File: config.mk
export PLATFORM = sky130hd
export DESIGN_NAME = tbw_round
export DESIGN_NICKNAME = d
export VERILOG_FILES = /design/src/sv/tbw_pkg.sv /design/src/sv/tbw_round.sv
export SDC_FILE = /design/constraint.sdc
export NUM_CORES = 1
export LEC_CHECK = 0
export BUFFER_PORTS_ARGS = -buffer_cell sky130_fd_sc_hd__buf_2
export CAP_MARGIN = 0
export CORE_AREA = 2 2 135 137
export CTS_BUF_LIST = sky130_fd_sc_hd__clkbuf_2
export CTS_CLUSTER_SIZE = 16
export DETAILED_ROUTE_END_ITERATION = 7
export DIE_AREA = 0 0 137 139
export GPL_TIMING_DRIVEN = 0
export PLACE_DENSITY = 0.63
export SLEW_MARGIN = 10
export SYNTH_ARGS = -nofsm -noshare
export SYNTH_HDL_FRONTEND = slang
export SYNTH_SLANG_ARGS = --single-unit
File: constraint.sdc
create_clock -name clock -period 3.4 [get_ports clock]
set_input_delay 0.51 -clock clock [delete_from_list [all_inputs] [get_ports clock]]
set_output_delay 0.51 -clock clock [all_outputs]
set_load 0.005 [all_outputs]
File: src/sv/tbw_pkg.sv
// Shared widths, constants and payload types of the barycentric weight block.
package tbw_pkg;

   localparam int W_COORD = 24;
   localparam int W_DIFF = W_COORD + 1;
   localparam int W_PROD = 2 * W_DIFF;
   localparam int W_AREA = W_PROD + 1;
   localparam int W_MAG = W_AREA - 1;
   localparam int W_WEIGHT = 20;
   localparam int WEIGHT_FRAC_BITS = 16;
   // Quotient keeps one bit below the weight LSB for rounding.
   localparam int Q_BITS = W_WEIGHT;
   localparam int DIV_SHIFT = W_WEIGHT - WEIGHT_FRAC_BITS - 1;
   localparam int W_REM = W_MAG + DIV_SHIFT + 1;
   localparam int DIV_STAGES = Q_BITS + 1;

   localparam logic signed [W_WEIGHT-1:0] WEIGHT_MAX = {1'b0, {(W_WEIGHT-1){1'b1}}};
   localparam logic signed [W_WEIGHT-1:0] WEIGHT_MIN = {1'b1, {(W_WEIGHT-1){1'b0}}};
   localparam logic signed [W_WEIGHT-1:0] WEIGHT_UNIT = W_WEIGHT'(1 << WEIGHT_FRAC_BITS);

   typedef struct packed {
      logic signed [W_COORD-1:0] v0_x;
      logic signed [W_COORD-1:0] v0_y;
      logic signed [W_COORD-1:0] v1_x;
      logic signed [W_COORD-1:0] v1_y;
      logic signed [W_COORD-1:0] v2_x;
      logic signed [W_COORD-1:0] v2_y;
      logic signed [W_COORD-1:0] point_x;
      logic signed [W_COORD-1:0] point_y;
   } req_type;

   typedef struct packed {
      logic signed [W_WEIGHT-1:0] weight_zero;
      logic signed [W_WEIGHT-1:0] weight_one;
      logic signed [W_WEIGHT-1:0] weight_two;
      logic                       degenerate;
   } rsp_type;

   // Magnitudes and signs handed from the front end to the divider.
   typedef struct packed {
      logic [2:0][W_MAG-1:0] num_mag;
      logic [2:0]            neg;
      logic [W_MAG-1:0]      den_mag;
      logic                  degen;
      logic                  on_v0;
   } front_type;

   typedef struct packed {
      logic [W_REM-1:0]  rem;
      logic [Q_BITS-1:0] quo;
      logic              neg;
      logic              sat;
   } lane_type;

   typedef struct packed {
      lane_type [2:0]   lane;
      logic [W_REM-1:0] dvs;
      logic             degen;
      logic             on_v0;
   } div_type;

endpackage

File: src/sv/tbw_round.sv
// Output stage: rounding, sign, saturation and the special cases, held for the receiver.
module tbw_round (
   input  logic               clock,
   input  logic               reset,
   input  logic               in_valid,
   output logic               in_ready,
   input  tbw_pkg::div_type   in_data,
   output logic               out_valid,
   input  logic               out_ready,
   output tbw_pkg::rsp_type   out_data
);

   logic valid_ff;
   logic go;
   tbw_pkg::rsp_type out_ff;
   tbw_pkg::rsp_type out_in;
   logic [2:0][tbw_pkg::W_WEIGHT-1:0] w;

   assign go = ~valid_ff | out_ready;
   assign in_ready = go;
   assign out_valid = valid_ff;
   assign out_data = out_ff;

   always_comb begin
      logic [tbw_pkg::Q_BITS:0] sum;
      logic [tbw_pkg::W_WEIGHT-1:0] mag;
      for (int j = 0; j < 3; j++) begin
         // Round half away from zero on the magnitude, then apply the sign.
         sum = (tbw_pkg::Q_BITS + 1)'(in_data.lane[j].quo) + 1'b1;
         mag = tbw_pkg::W_WEIGHT'(sum[tbw_pkg::Q_BITS:1]);
         if (in_data.lane[j].neg) begin
            w[j] = in_data.lane[j].sat ? tbw_pkg::WEIGHT_MIN : (~mag + 1'b1);
         end else begin
            w[j] = (in_data.lane[j].sat || mag[tbw_pkg::W_WEIGHT-1]) ?
                   tbw_pkg::WEIGHT_MAX : mag;
         end
      end
      if (in_data.on_v0) begin
         out_in.weight_zero = tbw_pkg::WEIGHT_UNIT;
         out_in.weight_one = '0;
         out_in.weight_two = '0;
         out_in.degenerate = 1'b0;
      end else if (in_data.degen) begin
         out_in.weight_zero = '0;
         out_in.weight_one = '0;
         out_in.weight_two = '0;
         out_in.degenerate = 1'b1;
      end else begin
         out_in.weight_zero = w[0];
         out_in.weight_one = w[1];
         out_in.weight_two = w[2];
         out_in.degenerate = 1'b0;
      end
   end

   always_ff @(posedge clock) begin
      if (reset) begin
         valid_ff <= 1'b0;
      end else if (go) begin
         valid_ff <= in_valid;
      end
   end

   always_ff @(posedge clock) begin
      if (go) begin
         out_ff <= out_in;
      end
   end

endmodule

After elaboration in Yosys (flattened, before gate mapping):

Cells that the tools add are included.

* muxes and demuxes: 10
* reduce and logical (&&, ||, !) cells: 4
* div/mod/pow operators: 0
* shift-type cells: 0
* eq/ne operators: 0
* order comparisons: 0
* bitwise gates (word level): 5
* multipliers: 0
* add/sub/neg operators: 6

Operator list (count)
* 20-bit 2-to-1 mux: 9
* 20-bit by 1-bit adder with 21-bit output (second input constant): 3
* 20-bit by 1-bit adder with 20-bit output (second input constant): 3
* 20-bit NOT: 3
* 58-bit 2-to-1 mux: 1
* 1-bit logical OR: 3
* 2-bit OR reduction: 1
* 1-bit NOT: 1
* 1-bit bitwise OR: 1

* output and inout bits: 63
* bits in writable memories: 0
* bits in latches: 0
* memories: 0
* word-level logic and storage cells: 31
* flip-flop bits (word level): 62
* memory bits (read-only): 0

Longest topological paths before layout:

Gate-level depths: netlist (run 1).

* depth in word-level cells: 6
* mapped depth: 9
* gate-level depth less buffers: 9

Least setup slack after synthesis (run 1):

Ideal clock, no wire load.

* path type: input to register
* start point: in in_data[58] in the netlist's numbering
* end point: reg out_ff (netlist bit out_data[54]) (data pin)
* library setup time: 0.255 ns
* path slack: 0.669 ns
* data arrival time: 2.476 ns
* stages on the path: 7
* path buffers: 0
* cells stage by stage: ha_1 -> and4_2 -> or4_4 -> a311oi_4 -> o2111ai_4 -> or3_1 -> and3_1

* word-level cells in the longest chain between the ends: 5

Ends and longest elaborated chain
* start: declaration: line tbw_round.sv:7 `input tbw_pkg::div_type in_data,`
* 20-bit by 1-bit adder with 21-bit output *: line tbw_round.sv:29 `sum = (tbw_pkg::Q_BITS + 1)'(in_data.lane[j].quo) + 1'b1;`
* 20-bit NOT: line tbw_round.sv:32 `w[j] = in_data.lane[j].sat ? tbw_pkg::WEIGHT_MIN : (~mag + 1'b1);`
* 20-bit by 1-bit adder with 20-bit output: line tbw_round.sv:32
* 20-bit 2-to-1 mux: line tbw_round.sv:32
* 20-bit 2-to-1 mux *: line tbw_round.sv:31 `if (in_data.lane[j].neg) begin`
* end signal: assignment: line tbw_round.sv:66 `out_ff <= out_in;`
* end: declaration: line tbw_round.sv:15 `tbw_pkg::rsp_type out_ff;`

Every way passes the cells marked *; elsewhere a longest branch is shown, timed or not.
A chain may end at the register's enable or synchronous reset.

Final worst setup path (run 1):

* start point: in in_data[58] in the netlist's numbering
* end point: reg out_ff (netlist bit out_data[56]) (data pin)

The elaborated chain is that of the path after synthesis.

==> results.cfg, run 1 <==
[worst_setup_path]
reg2reg_to = out_data[4]$_SDFFCE_PP0P_
critPathMaxFanout = 7
path_class = in2reg
reg2regPathDepth = 2
cp-end-kind = flip-flop
worst_path_largest_cell_delay_ns = 0.58
worstSetupStartpointType = primary input
required_ns = 3.67
regToRegStartpoint = out_valid$_SDFFE_PP0P_
slowest_stage = a221oi_1
worstPathCellList = buf_2 > ha_1 > and4_2 > or4_4 > a311oi_4 > o2111ai_4 > nor3b_2 > xnor2_1 > a221oi_1
arrival_ns = 3.22
crit_start = in_data[58]
r2r_setup_slack_ns = 2.20

[min_path]
worst_hold_path_type = in2reg
min_from = reset
hold_depth = 2
hold_end = out_valid$_SDFFE_PP0P_

[grt]
grt_pass1_wl_um = 29600
overflow = 0
grt_pass1_vias = 5364
use_met2 = 0.278
met3_usage = 0.0669
grt_max_degree = 50
antenna_found_initial = 0
top_usage_layer = met1
grt_usage = 0.200
globalRouteMet1Util = 0.302

[route]
via_per_inst = 5.64
avgRoutedWirePerCell_um = 18.2
drt_iter0_markers = 376
ant_nets = 0
first_pass_iters = 5
routed_wl_um = 19200
drcViolationCount = 0
via_count = 5962

[clocking]
cts_root_buffer = clkbuf_2
clk_latency_ns = 0.54
cts_max_level = 3
cts.sinks = 62
cts_max_path_buffers = 2
ctsHoldBuffers = 0
cts_tree = done
cts.repair.resized = 0
clk_pin_slew_worst_paths_ns = 0.21
cts_inserted_buffers = 9
post_cts_buffers = 0

[sta]
period_needed_ns = 2.95
rsz0062_at_grt = no
finalHoldViolations = 0
worstMarginPinSlew_ns = 0.684
slew_headroom = 0.540
setup_viol = 0
finalCritPeriodShare = 0.866
worst_slack_ns = 0.454
clock.fmax_mhz = 339
whs_ns = 0.107
fin_skew_ns = 0.0263
maxSlewViolCount = 0

[yosys]
yosysUniqueCellTypes = 78
synth.top_cell.area_share = 0.310
ys_warn_count = 0
ys_ff_latch = 62
ys_top_cells_by_area = edfxtp_1 (31%), xnor2_1 (7.0%), xor2_1 (4.9%), nor2_1 (3.9%), nand2_1 (3.9%)
seq_area_frac_synth = 0.313
syn_nets = 989
synth_common_cells = nor2_1 (62), edfxtp_1 (61), nand2_1 (61), xnor2_1 (47), a21oi_1 (44)
synth_edf_count = 61
synth.avg_cell_area_um2 = 8.50
synth_most_common_cell = nor2_1
syn_inst = 695
synth_flop_cell = edfxtp_1
netlist_area_um2 = 5910
synth_top_area_cell = edfxtp_1
async_flop_share = 0

[status]
status = completed

[floorplan]
start_util = 0.335
fp.dieW_um = 137
core_area_um2 = 17700
dieArea_um2 = 19000
die_y_um = 139
ios = 351
rows = 49

[cells_and_area]
stdcell_area_um2 = 6930
area_growth_pct = 17.3
n_antenna_cell = 0
fin_util = 0.393
layout.nets = 1117
drive_above_1_share = 0.219

[placed_design]
io_buffer_count = 116
dpl_cell_area_um2 = 6810
gp_congestion = 0.905
dp_hpwl_um = 14900
post-place-ws_ns = 0.00147

[flow_run]
max_cap_viol_count = 0

[power]
powerDensity_nw_per_um2 = 280
leakage_nw = 2.64
irDropWorstVdd_mv = 0.197
## metal layers
metal | share of wire | vias to the layer above
met5 | 0 | -
li1 | - | 2894
met4 | 0.0084 | 0
met2 | 0.41 | 218
met1 | 0.49 | 2833
met3 | 0.090 | 17
## how the worst max path moves through the flow
stage	endpoint	slack [ns]	cells past startpoint
after CTS	out_data[56]$_SDFFCE_PP0P_	0.57	9
final	out_data[56]$_SDFFCE_PP0P_	0.45	9
after floorplan	out_data[54]$_SDFFCE_PP0P_	0.67	7
after detailed placement	out_data[56]$_SDFFCE_PP0P_	0.001	9
after global placement	in_ready	-0.39	3
after global routing	out_data[20]$_SDFFCE_PP0P_	0.34	8
## registers in the layout, indices dropped and copies added, names as in the netlist
signal and cells:
out_data 61, out_valid 1
## layout make-up
| cell class | count | area [um2] |
|---|---|---|
| inverter | 18 | 67.6 |
| tap | 229 | 287 |
| sequential | 62 | 1850 |
| multi-input combinational | 573 | 3800 |
| clock buffer | 9 | 45.0 |
| buffer | 42 | 198 |
| clock inverter | 7 | 75.1 |
| fill | 1852 | 10700 |
| timing repair buffer | 117 | 608 |
## placed cells by master, fill, tap and decap left out, drive strengths merged, types with 9 or more instances in the layout
master / count
buf: 131
nor2: 62
nand2: 61
edfxtp: 61
xnor2: 47
a21oi: 44
nand3: 44
clkbuf: 37
xor2: 33
o21ai: 26
a221oi: 23
and3: 21
nand4: 19
nor3: 18
inv: 17
nor4: 15
or3: 13
and2: 12
o211ai: 9
## critical path, delay by kind of cell
kind	cells	cell delay, ns
and+or+nand+nor	3	1.06
buffers and inverters	1	0.15
xor gates and xnor gates	1	0.09
AOI/OAI and AO/OA	3	1.13
adders and majority gates	1	0.28
## through the flow
| step | cells | setup TNS (ns) | total power (W) |
|---|---|---|---|
| 6_report | 1057 | 0 | 0.00194 |
| 5_1_grt | 1057 | 0 | 0.00205 |
| 4_1_cts | 1057 | 0 | 0.00196 |
| 3_5_place_dp | 1041 | 0 | 0.00147 |
| 3_3_place_gp | 1040 | -0.387 | 0.00147 |
| 2_1_floorplan | 695 | 0 | 0.00124 |
## power breakdown
part / switching (W) / internal (W)
Clock: 0.000311 / 0.000169
Combinational: 0.000335 / 0.000200
Sequential: 0.0000199 / 0.000904
Total: 0.000665 / 0.00127
## cells by family (layout without fill, tap and decap cells)
| group | Yosys count | in the layout | synth area share |
|---|---|---|---|
| simple gates | 303 | 303 | 0.280 |
| compound gates | 172 | 172 | 0.209 |
| xor+xnor | 80 | 80 | 0.119 |
| flops | 62 | 62 | 0.313 |
| buf+inv | 60 | 193 | 0.0449 |
| mux | 12 | 12 | 0.0218 |
| fa+ha+maj | 6 | 6 | 0.0127 |
No activity file was read; power rests on OpenSTA's default activity.
==> run 2, diff against run 1 <==
- MAX_ROUTING_LAYER: unset -> met4
==> results.cfg, run 2 (synthesis gave the netlist of run 1 again) <==
[status]
status = completed

[grt]
grt_pass1_wl_um = 29900
overflow = 0
grt_pass1_vias = 5415
grt_usage = 0.208
antenna_found_initial = 2
grt_max_degree = 50

[sta]
fin_setup_tns_ns = 0
period_needed_ns = 2.90
rsz0062_at_grt = no
finalHoldViolations = 0
setup_viol = 0
finalCritPeriodShare = 0.852
slew_headroom = 0.556
clock.fmax_mhz = 345
maxSlewViolCount = 0
worstMarginPinSlew_ns = 0.660
fin_skew_ns = 0.0230

[clocking]
cts_inserted_buffers = 9
cts.sinks = 62
cts_root_buffer = clkbuf_2
cts_max_level = 3
cts_max_path_buffers = 2
clk_pin_slew_worst_paths_ns = 0.21
cts_tree = done
cts.repair.resized = 0
clk_latency_ns = 0.53
post_cts_buffers = 0
ctsHoldBuffers = 0

[floorplan]
dieArea_um2 = 19000
core_area_um2 = 17700
die_y_um = 139
rows = 49
fp.dieW_um = 137
ios = 351
start_util = 0.335

[route]
via_per_inst = 5.60
wl_met2_um = 7760
routed_wl_um = 19100
drt_iter0_markers = 430
via_count = 5932
ant_nets = 0
drcViolationCount = 0
met3_length_um = 1810
top_layer_used = met4
first_pass_iters = 4
avgRoutedWirePerCell_um = 18.0
met1_length_um = 9280

[power]
irDropWorstVdd_mv = 0.180
finalPower_w = 0.00202
leakage_nw = 2.66
powerDensity_nw_per_um2 = 290

[worst_setup_path]
arrival_ns = 3.17
path_class = in2reg
worstSetupStartpointType = primary input
cp-end-kind = flip-flop
required_ns = 3.68
critPathMaxFanout = 7

[flow_run]
max_cap_viol_count = 0

[cells_and_area]
nFillCells = 1827
largest_reg_flops = 61
area_growth_pct = 17.8
drive_above_1_share = 0.219
final_common_cell = buf_2
layout.nets = 1117
most-common-layout-cells = buf_2 (122), nor2_1 (62), nand2_1 (61), edfxtp_1 (61), xnor2_1 (47)

[placed_design]
gp_congestion = 0.903
io_buffer_count = 116
dp_hpwl_um = 14900

[min_path]
worst_hold_path_type = in2reg
==> run 2: layer usage <==
| layer | track usage | vias to the layer above |
|---|---|---|
| met1 | 0.302 | 2797 |
| met5 | - | - |
| met3 | 0.0724 | 16 |
| met2 | 0.279 | 219 |
| met4 | 0.0342 | 0 |
| li1 | - | 2900 |
==> run 2: critical path, cell delays in order <==
cell and delay, ns:
buf_2 0.16, ha_1 0.29, nand4_2 0.27, or4_4 0.62, or3_1 0.38, o211ai_1 0.14, nor4_1 0.10, xnor2_1 0.15
a221oi_1 0.54
==> run 2: path summary, 6_finish.rpt <==
check / startpoint / to / slack [ns] / depth (start not counted)
setup reg to reg: out_valid$_SDFFE_PP0P_ / out_data[42]$_SDFFCE_PP0P_ / 2.19 / 2
hold reg to reg: out_valid$_SDFFE_PP0P_ / out_data[0]$_SDFFCE_PP0P_ / 0.77 / 1
setup / recovery: in_data[58] / out_data[59]$_SDFFCE_PP0P_ / 0.50 / 9
hold / removal: reset / out_valid$_SDFFE_PP0P_ / 0.09 / 2
==> run 2: final cells by class <==
type | count | area [um2] | area share
multi-input cells | 573 | 3800 | 0.546
well taps | 229 | 287 | 0.0412
diodes | 2 | 5.00 | 0.000719
inverters | 18 | 67.6 | 0.00971
clock inverters | 7 | 97.6 | 0.0140
clock buffers | 9 | 45.0 | 0.00647
plain buffers | 42 | 198 | 0.0284
repair buffers | 117 | 608 | 0.0874
flip-flops and latches | 62 | 1850 | 0.266
==> run 2: through the flow <==
stage	setup slack (ns)	util	hold WS [ns]	area, um2	instances
6_report	0.504	0.394	0.0922	6960	1059
2_1_floorplan	0.669	-	0.579	5910	695
3_5_place_dp	0.0709	0.386	0.666	6810	1041
5_1_grt	0.397	0.394	0.0357	6960	1059
4_1_cts	0.653	0.394	0.0320	6960	1057
3_3_place_gp	-0.359	0.384	0.665	6780	1040
==> run 2: report_power, final <==
group          total, W  internal (W)  leakage (nW)  switching, W
Sequential     0.000924      0.000904         0.702     0.0000192
Clock          0.000560      0.000245        0.0785      0.000316
Combinational  0.000534      0.000200          1.88      0.000334
Total           0.00202       0.00135          2.66      0.000669
